$ cat src/hw/rtl/parabolic_subpixel_disparity_macros.svh
// ----------------------------------------------------------------------------
// Assertion macros for the subpixel disparity refinement block
// Shorthand for clocked implications that are disabled while in reset.
// ----------------------------------------------------------------------------
`ifndef PARABOLIC_SUBPIXEL_DISPARITY_MACROS_SVH
`define PARABOLIC_SUBPIXEL_DISPARITY_MACROS_SVH

// Same-cycle implication.
`define PSD_ASSERT_IMPL(lbl, clk, rstn, ante, cons, msg) \
    lbl: assert property (@(posedge clk) disable iff (!rstn) (ante) |-> (cons)) \
        else $error(msg);

// Next-cycle implication.
`define PSD_ASSERT_NEXT(lbl, clk, rstn, ante, cons, msg) \
    lbl: assert property (@(posedge clk) disable iff (!rstn) (ante) |=> (cons)) \
        else $error(msg);

`endif

$ cat src/hw/rtl/psd_pkg.sv
// ----------------------------------------------------------------------------
// psd_pkg
// Shared constants, register codes and types of the disparity refinement.
// ----------------------------------------------------------------------------
package psd_pkg;

    localparam int FRAC_BITS  = 8;
    localparam int COST_WIDTH = 16;
    localparam int DISP_WIDTH = 10;
    localparam int OUT_WIDTH  = 18;

    localparam int CFG_IDX_W  = 2;
    localparam int CFG_DATA_W = 16;

    localparam logic [CFG_IDX_W-1:0] CFG_REFINE_ENABLE = 2'd0;
    localparam logic [CFG_IDX_W-1:0] CFG_MIN_DISPARITY = 2'd1;
    localparam logic [CFG_IDX_W-1:0] CFG_MAX_DISPARITY = 2'd2;
    localparam logic [CFG_IDX_W-1:0] CFG_INVALID_COST  = 2'd3;

    localparam logic               RST_REFINE_ENABLE = 1'b1;
    localparam logic signed [9:0]  RST_MIN_DISPARITY = 10'sd0;
    localparam logic signed [10:0] RST_MAX_DISPARITY = 11'sd64;
    localparam logic [15:0]        RST_INVALID_COST  = 16'hFFFF;

    typedef struct packed {
        logic               refine_enable;
        logic signed [9:0]  min_disparity;
        logic signed [10:0] max_disparity;
        logic [15:0]        invalid_cost;
    } t_cfg;

endpackage

$ cat src/hw/rtl/psd_front.sv
// ----------------------------------------------------------------------------
// psd_front
// Two pipeline stages: qualification of the pixel and costs, then the
// curvature, the divider operands and the saturation check.
// ----------------------------------------------------------------------------
module psd_front #(
    parameter int DW = psd_pkg::DISP_WIDTH,
    parameter int CW = psd_pkg::COST_WIDTH
) (
    input  logic                 i_clk,
    input  logic                 i_rst_n,
    input  psd_pkg::t_cfg        i_cfg,
    input  logic                 i_valid,
    input  logic signed [DW-1:0] i_disparity,
    input  logic                 i_pixel_valid,
    input  logic [CW-1:0]        i_cost_prev,
    input  logic [CW-1:0]        i_cost_mid,
    input  logic [CW-1:0]        i_cost_next,
    input  logic [2:0]           i_costs_present,
    input  logic                 i_ready,
    output logic                 o_ready,
    output logic                 o_valid,
    output logic signed [DW-1:0] o_disparity,
    output logic                 o_take,
    output logic                 o_neg,
    output logic                 o_sat,
    output logic [CW+1:0]        o_den,
    output logic [CW+1:0]        o_rem
);

    localparam int WI   = ((DW > 11) ? DW : 11) + 2;
    localparam int CMPW = (CW > 16) ? CW : 16;
    localparam logic signed [WI-1:0] ONE_W  = WI'(1);
    localparam logic signed [WI-1:0] ZERO_W = '0;

    logic                 w_ready1;
    logic                 w_ready2;

    logic                 r_v1;
    logic signed [DW-1:0] r_d1;
    logic                 r_ok1;
    logic                 r_neg1;
    logic [CW-1:0]        r_mag1;
    logic [CW:0]          r_sum1;
    logic [CW:0]          r_mid2x1;

    logic signed [WI-1:0] w_idx;
    logic signed [WI-1:0] w_num;
    logic [CMPW-1:0]      w_inv;
    logic                 n_ok;
    logic                 n_neg;
    logic [CW-1:0]        n_mag;

    logic signed [CW+1:0] w_curv;
    logic                 w_pos;
    logic [CW+1:0]        w_den;

    logic                 r_v2;
    logic signed [DW-1:0] r_d2;
    logic                 r_take2;
    logic                 r_neg2;
    logic                 r_sat2;
    logic [CW+1:0]        r_den2;
    logic [CW+1:0]        r_rem2;

    assign w_ready2 = !r_v2 || i_ready;
    assign w_ready1 = !r_v1 || w_ready2;
    assign o_ready  = w_ready1;

    always_comb begin
        w_idx = WI'(i_disparity) - WI'(i_cfg.min_disparity);
        w_num = WI'(i_cfg.max_disparity) - WI'(i_cfg.min_disparity);
        w_inv = CMPW'(i_cfg.invalid_cost);
        n_ok  = i_cfg.refine_enable && i_pixel_valid
              && (w_idx > ZERO_W) && (w_idx < (w_num - ONE_W))
              && (i_costs_present == 3'b111)
              && (CMPW'(i_cost_prev) < w_inv)
              && (CMPW'(i_cost_mid) < w_inv)
              && (CMPW'(i_cost_next) < w_inv);
        n_neg = i_cost_prev < i_cost_next;
        n_mag = n_neg ? (i_cost_next - i_cost_prev) : (i_cost_prev - i_cost_next);
    end

    always_ff @(posedge i_clk) begin
        if (!i_rst_n) begin
            r_v1 <= 1'b0;
        end else if (w_ready1) begin
            r_v1 <= i_valid;
        end
    end

    always_ff @(posedge i_clk) begin
        if (w_ready1) begin
            r_d1     <= i_disparity;
            r_ok1    <= n_ok;
            r_neg1   <= n_neg;
            r_mag1   <= n_mag;
            r_sum1   <= (CW+1)'(i_cost_prev) + (CW+1)'(i_cost_next);
            r_mid2x1 <= {i_cost_mid, 1'b0};
        end
    end

    // Curvature is c0 + c2 - 2*c1; the divisor is twice that.
    always_comb begin
        w_curv = $signed({1'b0, r_sum1}) - $signed({1'b0, r_mid2x1});
        w_pos  = !w_curv[CW+1] && (|w_curv);
        w_den  = {w_curv[CW:0], 1'b0};
    end

    always_ff @(posedge i_clk) begin
        if (!i_rst_n) begin
            r_v2 <= 1'b0;
        end else if (w_ready2) begin
            r_v2 <= r_v1;
        end
    end

    always_ff @(posedge i_clk) begin
        if (w_ready2) begin
            r_d2    <= r_d1;
            r_take2 <= r_ok1 && w_pos;
            r_neg2  <= r_neg1;
            r_sat2  <= (CW+2)'(r_mag1) >= w_den;
            r_den2  <= w_den;
            r_rem2  <= (CW+2)'(r_mag1);
        end
    end

    assign o_valid     = r_v2;
    assign o_disparity = r_d2;
    assign o_take      = r_take2;
    assign o_neg       = r_neg2;
    assign o_sat       = r_sat2;
    assign o_den       = r_den2;
    assign o_rem       = r_rem2;

endmodule

$ cat src/hw/rtl/psd_div_stage.sv
// ----------------------------------------------------------------------------
// psd_div_stage
// One restoring-division step: produces one quotient bit and carries the
// rest of the pixel along.
// ----------------------------------------------------------------------------
module psd_div_stage #(
    parameter int DW = psd_pkg::DISP_WIDTH,
    parameter int CW = psd_pkg::COST_WIDTH,
    parameter int FB = psd_pkg::FRAC_BITS
) (
    input  logic                 i_clk,
    input  logic                 i_rst_n,
    input  logic                 i_load,
    input  logic                 i_valid,
    input  logic signed [DW-1:0] i_disparity,
    input  logic                 i_take,
    input  logic                 i_neg,
    input  logic                 i_sat,
    input  logic [CW+1:0]        i_den,
    input  logic [CW+1:0]        i_rem,
    input  logic [FB-1:0]        i_quot,
    output logic                 o_valid,
    output logic signed [DW-1:0] o_disparity,
    output logic                 o_take,
    output logic                 o_neg,
    output logic                 o_sat,
    output logic [CW+1:0]        o_den,
    output logic [CW+1:0]        o_rem,
    output logic [FB-1:0]        o_quot
);

    logic [CW+2:0] w_rem2x;
    logic [CW+2:0] w_den_x;
    logic          w_ge;
    logic [CW+1:0] n_rem;

    logic                 r_valid;
    logic signed [DW-1:0] r_disparity;
    logic                 r_take;
    logic                 r_neg;
    logic                 r_sat;
    logic [CW+1:0]        r_den;
    logic [CW+1:0]        r_rem;
    logic [FB-1:0]        r_quot;

    // The remainder stays below the divisor, so both branches fit CW+2 bits.
    always_comb begin
        w_rem2x = {i_rem, 1'b0};
        w_den_x = {1'b0, i_den};
        w_ge    = w_rem2x >= w_den_x;
        n_rem   = w_ge ? (CW+2)'(w_rem2x - w_den_x) : (CW+2)'(w_rem2x);
    end

    always_ff @(posedge i_clk) begin
        if (!i_rst_n) begin
            r_valid <= 1'b0;
        end else if (i_load) begin
            r_valid <= i_valid;
        end
    end

    always_ff @(posedge i_clk) begin
        if (i_load) begin
            r_disparity <= i_disparity;
            r_take      <= i_take;
            r_neg       <= i_neg;
            r_sat       <= i_sat;
            r_den       <= i_den;
            r_rem       <= n_rem;
            r_quot      <= FB'({i_quot, w_ge});
        end
    end

    assign o_valid     = r_valid;
    assign o_disparity = r_disparity;
    assign o_take      = r_take;
    assign o_neg       = r_neg;
    assign o_sat       = r_sat;
    assign o_den       = r_den;
    assign o_rem       = r_rem;
    assign o_quot      = r_quot;

endmodule

$ cat src/hw/rtl/parabolic_subpixel_disparity.sv
// A word accepted on the input passes the front-end registers, one restoring-divider
// stage per quotient bit and the output register in turn before it appears on o_valid.
// Throughput: one word per cycle while the output is not stalled.
// A held output only blocks the input once every stage in front of it is full.
// Reset (synchronous, active low) empties the pipeline and loads the register defaults:
// refinement on, range 0 to 64, invalid cost threshold 65535.
// ----------------------------------------------------------------------------
// parabolic_subpixel_disparity
// Parabola-fit subpixel refinement of integer stereo disparities, one pixel per clock
// unless the output stalls, result in signed fixed point with FRAC_BITS fraction bits.
// ----------------------------------------------------------------------------
`include "parabolic_subpixel_disparity_macros.svh"

module parabolic_subpixel_disparity #(
    parameter int FRAC_BITS  = psd_pkg::FRAC_BITS,
    parameter int COST_WIDTH = psd_pkg::COST_WIDTH,
    parameter int DISP_WIDTH = psd_pkg::DISP_WIDTH
) (
    input  logic                           i_clk,
    input  logic                           i_rst_n,
    // Configuration write port.
    input  logic                           i_cfg_we,
    input  logic [psd_pkg::CFG_IDX_W-1:0]  i_cfg_index,
    input  logic [psd_pkg::CFG_DATA_W-1:0] i_cfg_data,
    // Input channel.
    input  logic                           i_valid,
    output logic                           o_stall,
    input  logic signed [DISP_WIDTH-1:0]   i_disparity,
    input  logic                           i_pixel_valid,
    input  logic [COST_WIDTH-1:0]          i_cost_prev,
    input  logic [COST_WIDTH-1:0]          i_cost_mid,
    input  logic [COST_WIDTH-1:0]          i_cost_next,
    input  logic [2:0]                     i_costs_present,
    // Output channel.
    output logic                           o_valid,
    input  logic                           i_stall,
    output logic signed [psd_pkg::OUT_WIDTH-1:0] o_refined_disparity,
    output logic                           o_was_refined
);

    localparam int FB   = FRAC_BITS;
    localparam int CW   = COST_WIDTH;
    localparam int DW   = DISP_WIDTH;
    localparam int OW   = psd_pkg::OUT_WIDTH;
    // Wide enough for the scaled disparity plus a full-scale offset, and
    // never narrower than the output so the final slice is a plain wrap.
    localparam int RW   = ((DW + FB + 2) > OW) ? (DW + FB + 2) : OW;

    // ------------------------------------------------------------------
    // Configuration registers. The user must write them only while idle;
    // the block does not enforce it and reads them without shadow copies.
    // ------------------------------------------------------------------
    psd_pkg::t_cfg r_cfg;

    always_ff @(posedge i_clk) begin
        if (!i_rst_n) begin
            r_cfg.refine_enable <= psd_pkg::RST_REFINE_ENABLE;
            r_cfg.min_disparity <= psd_pkg::RST_MIN_DISPARITY;
            r_cfg.max_disparity <= psd_pkg::RST_MAX_DISPARITY;
            r_cfg.invalid_cost  <= psd_pkg::RST_INVALID_COST;
        end else if (i_cfg_we) begin
            unique case (i_cfg_index)
                psd_pkg::CFG_REFINE_ENABLE: begin
                    r_cfg.refine_enable <= i_cfg_data[0];
                end
                psd_pkg::CFG_MIN_DISPARITY: begin
                    r_cfg.min_disparity <= i_cfg_data[9:0];
                end
                psd_pkg::CFG_MAX_DISPARITY: begin
                    r_cfg.max_disparity <= i_cfg_data[10:0];
                end
                psd_pkg::CFG_INVALID_COST: begin
                    r_cfg.invalid_cost <= i_cfg_data[15:0];
                end
                default: begin
                end
            endcase
        end
    end

    // ------------------------------------------------------------------
    // Pipeline links. Index k is the output of the front end (k = 0) or
    // of divider step k (k = 1..FB). w_take[k] says that whatever reads
    // link k loads at this edge; a stage loads when it is empty or when
    // its own consumer loads, so bubbles are squeezed out under a stall.
    // ------------------------------------------------------------------
    logic                 w_valid [0:FB];
    logic                 w_take  [0:FB];
    logic signed [DW-1:0] w_disp  [0:FB];
    logic                 w_refok [0:FB];
    logic                 w_neg   [0:FB];
    logic                 w_sat   [0:FB];
    logic [CW+1:0]        w_den   [0:FB];
    logic [CW+1:0]        w_rem   [0:FB];
    logic [FB-1:0]        w_quot  [0:FB];

    logic                 w_front_ready;
    logic                 w_out_ready;

    assign w_out_ready = !o_valid || !i_stall;
    assign o_stall     = !w_front_ready;

    always_comb begin
        w_take[FB] = w_out_ready;
        for (int k = FB - 1; k >= 0; k--) begin
            w_take[k] = !w_valid[k+1] || w_take[k+1];
        end
    end

    // Front end: range and cost qualification, curvature, divider operands.
    psd_front #(
        .DW (DW),
        .CW (CW)
    ) u_front (
        .i_clk           (i_clk),
        .i_rst_n         (i_rst_n),
        .i_cfg           (r_cfg),
        .i_valid         (i_valid),
        .i_disparity     (i_disparity),
        .i_pixel_valid   (i_pixel_valid),
        .i_cost_prev     (i_cost_prev),
        .i_cost_mid      (i_cost_mid),
        .i_cost_next     (i_cost_next),
        .i_costs_present (i_costs_present),
        .i_ready         (w_take[0]),
        .o_ready         (w_front_ready),
        .o_valid         (w_valid[0]),
        .o_disparity     (w_disp[0]),
        .o_take          (w_refok[0]),
        .o_neg           (w_neg[0]),
        .o_sat           (w_sat[0]),
        .o_den           (w_den[0]),
        .o_rem           (w_rem[0])
    );

    // The quotient is built up from nothing; the front end leaves the
    // remainder below the divisor unless the offset saturates.
    assign w_quot[0] = '0;

    // Divider: one quotient bit per stage, most significant first.
    for (genvar g = 0; g < FB; g++) begin : g_div
        psd_div_stage #(
            .DW (DW),
            .CW (CW),
            .FB (FB)
        ) u_div (
            .i_clk       (i_clk),
            .i_rst_n     (i_rst_n),
            .i_load      (w_take[g]),
            .i_valid     (w_valid[g]),
            .i_disparity (w_disp[g]),
            .i_take      (w_refok[g]),
            .i_neg       (w_neg[g]),
            .i_sat       (w_sat[g]),
            .i_den       (w_den[g]),
            .i_rem       (w_rem[g]),
            .i_quot      (w_quot[g]),
            .o_valid     (w_valid[g+1]),
            .o_disparity (w_disp[g+1]),
            .o_take      (w_refok[g+1]),
            .o_neg       (w_neg[g+1]),
            .o_sat       (w_sat[g+1]),
            .o_den       (w_den[g+1]),
            .o_rem       (w_rem[g+1]),
            .o_quot      (w_quot[g+1])
        );
    end

    // ------------------------------------------------------------------
    // Output stage. A saturated offset is exactly one pixel; otherwise the
    // quotient is below one. The sign of c0 - c2 is applied afterwards,
    // which gives truncation toward zero. The sum wraps to the port width.
    // ------------------------------------------------------------------
    logic [FB:0]          w_qmag;
    logic signed [RW-1:0] w_base;
    logic signed [RW-1:0] w_off;
    logic signed [RW-1:0] n_result;

    logic                 r_out_valid;
    logic signed [OW-1:0] r_result;
    logic                 r_refined;

    always_comb begin
        w_qmag   = w_sat[FB] ? ((FB+1)'(1) << FB) : {1'b0, w_quot[FB]};
        w_base   = RW'(w_disp[FB]) <<< FB;
        w_off    = $signed(RW'(w_qmag));
        if (w_neg[FB]) begin
            w_off = -w_off;
        end
        n_result = w_refok[FB] ? (w_base + w_off) : w_base;
    end

    always_ff @(posedge i_clk) begin
        if (!i_rst_n) begin
            r_out_valid <= 1'b0;
        end else if (w_out_ready) begin
            r_out_valid <= w_valid[FB];
        end
    end

    always_ff @(posedge i_clk) begin
        if (w_out_ready) begin
            r_result  <= n_result[OW-1:0];
            r_refined <= w_refok[FB];
        end
    end

    assign o_valid             = r_out_valid;
    assign o_refined_disparity = r_result;
    assign o_was_refined       = r_refined;

    // ------------------------------------------------------------------
    // Assertions.
    // ------------------------------------------------------------------
    // A passed-through disparity is an integer: no fraction bits set.
    `PSD_ASSERT_IMPL(a_pass_integer, i_clk, i_rst_n, o_valid && !o_was_refined, o_refined_disparity[FB-1:0] == '0, "pass-through result has fraction bits")
    // With the output register empty the whole pipeline can move.
    `PSD_ASSERT_IMPL(a_no_stall_when_empty, i_clk, i_rst_n, !o_valid, !o_stall, "input stalled while output register empty")
    // A taken result with nothing behind it leaves the output empty.
    `PSD_ASSERT_NEXT(a_drain_empty, i_clk, i_rst_n, o_valid && !i_stall && !w_valid[FB], !o_valid, "output valid without a pending word")

endmodule
$ cat config.mk
export PLATFORM = sky130hd
export DESIGN_NAME = parabolic_subpixel_disparity
export DESIGN_NICKNAME = d
export VERILOG_FILES = /design/src/hw/rtl/psd_pkg.sv /design/src/hw/rtl/psd_front.sv /design/src/hw/rtl/psd_div_stage.sv /design/src/hw/rtl/parabolic_subpixel_disparity.sv
export VERILOG_INCLUDE_DIRS = /design/src /design/src/hw/rtl
export SDC_FILE = /design/constraint.sdc
export NUM_CORES = 1
export LEC_CHECK = 0
export BUFFER_PORTS_ARGS = -buffer_cell sky130_fd_sc_hd__buf_2
export CAP_MARGIN = 20
export CORE_MARGIN = 2
export CORE_UTILIZATION = 35
export DETAILED_ROUTE_END_ITERATION = 12
export REMOVE_ABC_BUFFERS = 1
export SLEW_MARGIN = 20
export SYNTH_ARGS = -nofsm -noshare
export SYNTH_HDL_FRONTEND = slang
export SYNTH_SLANG_ARGS = --single-unit
$ cat constraint.sdc
create_clock -name i_clk -period 6.8 [get_ports i_clk]
set_clock_uncertainty 0.1 [all_clocks]
set_input_delay 1.36 -clock i_clk [delete_from_list [all_inputs] [get_ports i_clk]]
set_output_delay 1.36 -clock i_clk [all_outputs]
set_load 0.01 [all_outputs]
==> results.md <==
* Outcome: finished, final reports clean
* Leakage power at 0.0146 uW
* All-Layer GR Usage at 12.2%
* Critical path launch point type: input pin
* Number of flops mapped to enable cells by yosys at 502
* Max VDD drop at 0.000227 V
* Initial core utilization at 35.2%
* Pin count of the biggest net entering global routing at 61
* DR vias at 19000
* Critical path class: in2out
* Post-route antenna net violation count at 0
* Post-synth top area share at 49.5%
* Nets at 3185
* FF+latch count, synth at 551
* Synth Flop Type: edfxtp_1
* Area Overhead vs Synth at 12.3%
* Seq/Total Area, Yosys at 52.8%
* CP max stage cell: nand2_1
* Syn Inst Count at 2665
* Worst Setup SP: i_stall
* Core Region at 86500 sq um
* Reg2Reg Setup Slack at 2.25 ns
* First-pass GRT wire length at 90800 um
* Leading cell type in the layout, fill and taps excluded: edfxtp_1
* Crit end category: output port
* Most frequent cells in the layout: 502 x edfxtp_1, 302 x ha_1, 298 x inv_1
* Die area at 89300 sq um
* Post-cts resize count at 0
* Filler Cells Inserted at 8413
* Worst path cell trace: buf_2 -> nand2_1 -> nor2_1 -> and2_1 -> and3_1 -> and2_1 -> nand3_4 -> inv_1 -> buf_2
* Die height at 299 um
* Ant. Diodes at 0
* Pre-antenna DRT Iters at 5
* Layout cell share with drive strength beyond 1 at 9.81%
* Power Density at 471 nW/um^2
* CTS clk-pin slew, worst paths at 0.06 ns
* Cell family with most CP delay: simple AND/OR/NAND/NOR gates
* Setup WS pre-CTS at 1.78 ns
* Hold Slack at 0.314 ns
* Reg2Reg Depth at 20
* Crit path max fanout at 20
* Yosys Warn Count at 0
* Ports at 106
* Synth unique cells at 87
* Clock Tree Root: clkbuf_16
* CTS tree: yes
* Worst-margin pin slew at 1.04 ns
* Asr flop ratio synth at 0%
* Initial antenna violation count at 0
* Crit Reg-Reg Endpoint: u_front.r_ok1
* Worst Path Buf+Inv at 3
* RR Startpoint: r_cfg[27]
* CP Data Arrival Time at 3.50 ns
* Final period util at 73.0%
* Final hold viol count at 0
* Grt total ovfl at 0
* Routability Congestion at 0.868
* Final min period at 4.96 ns
* Worst slew margin at 30.6%
* Total setup buffers inserted after CTS at 0
* Final WL at 53800 um
* Routed WL per cell at 13.5 um
* Achievable Freq at 201 MHz
* Min setup slack post-route at 1.84 ns
* Worst min path class: reg2reg
* Overall power at 16100 uW
* Mapped cell area at 30400 sq um
* CP max stage delay at 0.47 ns
* Num rows at 108
* Final setup TNS at 0 ns
* CP Depth at 9
* Final setup viols at 0
* Avg Inst Size Synth at 11.4 sq um
* Final Max Tran Viols at 0
* Avg Vias per Cell at 4.78
* Vias in the first global route at 19000
* Initial detailed-routing violation count at 878
* Clk Latency, worst-skew pair at 0.60 ns
* Leading post-synthesis cells by cell area: edfxtp_1 50%, ha_1 12%, inv_1 3.7%, dfxtp_1 3.2%, a21oi_1 2.9%
* Num CTS Buffers at 57
* RSZ-0062 raised after global routing: false
* Die W at 299 um
* Area leader, netlist: edfxtp_1
* Clk sink count at 551
* H-tree depth at 2
* Clock Tree Buf Depth at 3
* Crit path capture: o_stall
* Post-DP HPWL at 42100 um
* # port buffers at 105
* CTS Hold Buffers Added at 0
* WP data required at 5.34 ns
* Max Cap Violations at 0
* Number of remaining DRC errors at 0
## layout make-up
cell class                 instances  area (sq um)  share of cell area, %
sequential                       551         16100                   47.0
inverter                         302          1130                   3.32
clock buffer                      70          1520                   4.44
timing repair buffer             117           627                   1.83
multi-input combinational       1755         13100                   38.2
tap                             1155          1450                   4.23
clock inverter                    29           342                  0.999
## state kept, by name, indices dropped and copies added (netlist names), 8 cells and up, named ones only
| name | flops |
|---|---|
| g_div.u_div.o_quot | 36 |
| o_refined_disparity | 18 |
| g_div.u_div.o_take | 8 |
| u_front.r_sum1 | 16 |
| g_div.u_div.o_disparity | 80 |
| u_front.o_rem | 15 |
| g_div.u_div.o_den | 119 |
| g_div.u_div.o_rem | 118 |
| u_front.o_den | 17 |
| u_front.o_disparity | 10 |
| g_div.u_div.o_valid | 8 |
| g_div.u_div.o_neg | 8 |
| r_cfg | 38 |
| u_front.r_mag1 | 16 |
| u_front.r_mid2x1 | 16 |
| g_div.u_div.o_sat | 8 |
| u_front.r_d1 | 10 |
## cells by family after synthesis
logic type      count (synthesis)  synth area share, %
compound gates                627                 13.1
simple gates                  592                 9.53
flops                         551                 52.8
buf+inv                       359                 4.55
fa+ha+maj                     316                 13.3
xor+xnor                      163                 4.69
mux                            56                 2.08
other cells                     1               0.0123
## synth_stat cells, drive strengths merged, types with 36 or more instances
cell type / number
o21a: 52
xnor2: 93
edfxtp: 502
inv: 302
nand2b: 36
mux2: 36
dfxtp: 49
nand3: 37
nand2: 187
o21ai: 170
a21o: 54
nor2: 120
a21oi: 179
nor3: 37
nor2b: 50
clkbuf: 41
ha: 302
xor2: 70
## power by group
part	internal (uW)	total (uW)	switching [uW]
clock network	1840	3080	1240
logic	3270	7210	3940
registers	5270	5810	538
total	10400	16100	5720
## metal layers
metal | GRT usage [%] | part of all wire, % | vias up
met3 | 1.80 | 3.3 | 100
met2 | 22.4 | 51 | 260
li1 | - | - | 9862
met5 | 0 | 0 | -
met4 | 4.19 | 3.0 | 0
met1 | 14.3 | 43 | 8815
## how the worst min path moves through the flow
stage | start | depth (start not counted) | endpoint | slack, ns
finish | g_div[1].u_div.o_disparity[9] | 0 | g_div[2].u_div.o_disparity[9] | 0.31
global route | g_div[1].u_div.o_disparity[9] | 0 | g_div[2].u_div.o_disparity[9] | 0.32
CTS | g_div[1].u_div.o_disparity[9] | 0 | g_div[2].u_div.o_disparity[9] | 0.31
detailed placement | u_front.o_disparity[0] | 0 | g_div[0].u_div.o_disparity[0] | 0.30
global placement | u_front.r_d1[8] | 0 | u_front.o_disparity[8] | 0.30
floorplan | u_front.o_disparity[0] | 0 | g_div[0].u_div.o_disparity[0] | 0.30
## per-stage QoR
stage / util [%] / std cells / instance area (sq um)
finish: 39.5 / 3979 / 34200
detailed placement: 37.3 / 3878 / 32300
floorplan: - / 2608 / 30200
CTS: 39.5 / 3977 / 34200
global route: 39.5 / 3979 / 34200
global placement: 37.3 / 3878 / 32300
## worst register-to-register path, delay by kind of cell (launching register included)
family	cells	cell delay (ns)
fa+ha+maj	3	0.88
buf+inv	1	0.05
simple gates	5	0.65
xor+xnor	2	0.33
compound gates	9	2.00
flops	1	0.37
No activity file was read; power rests on OpenSTA's default activity.
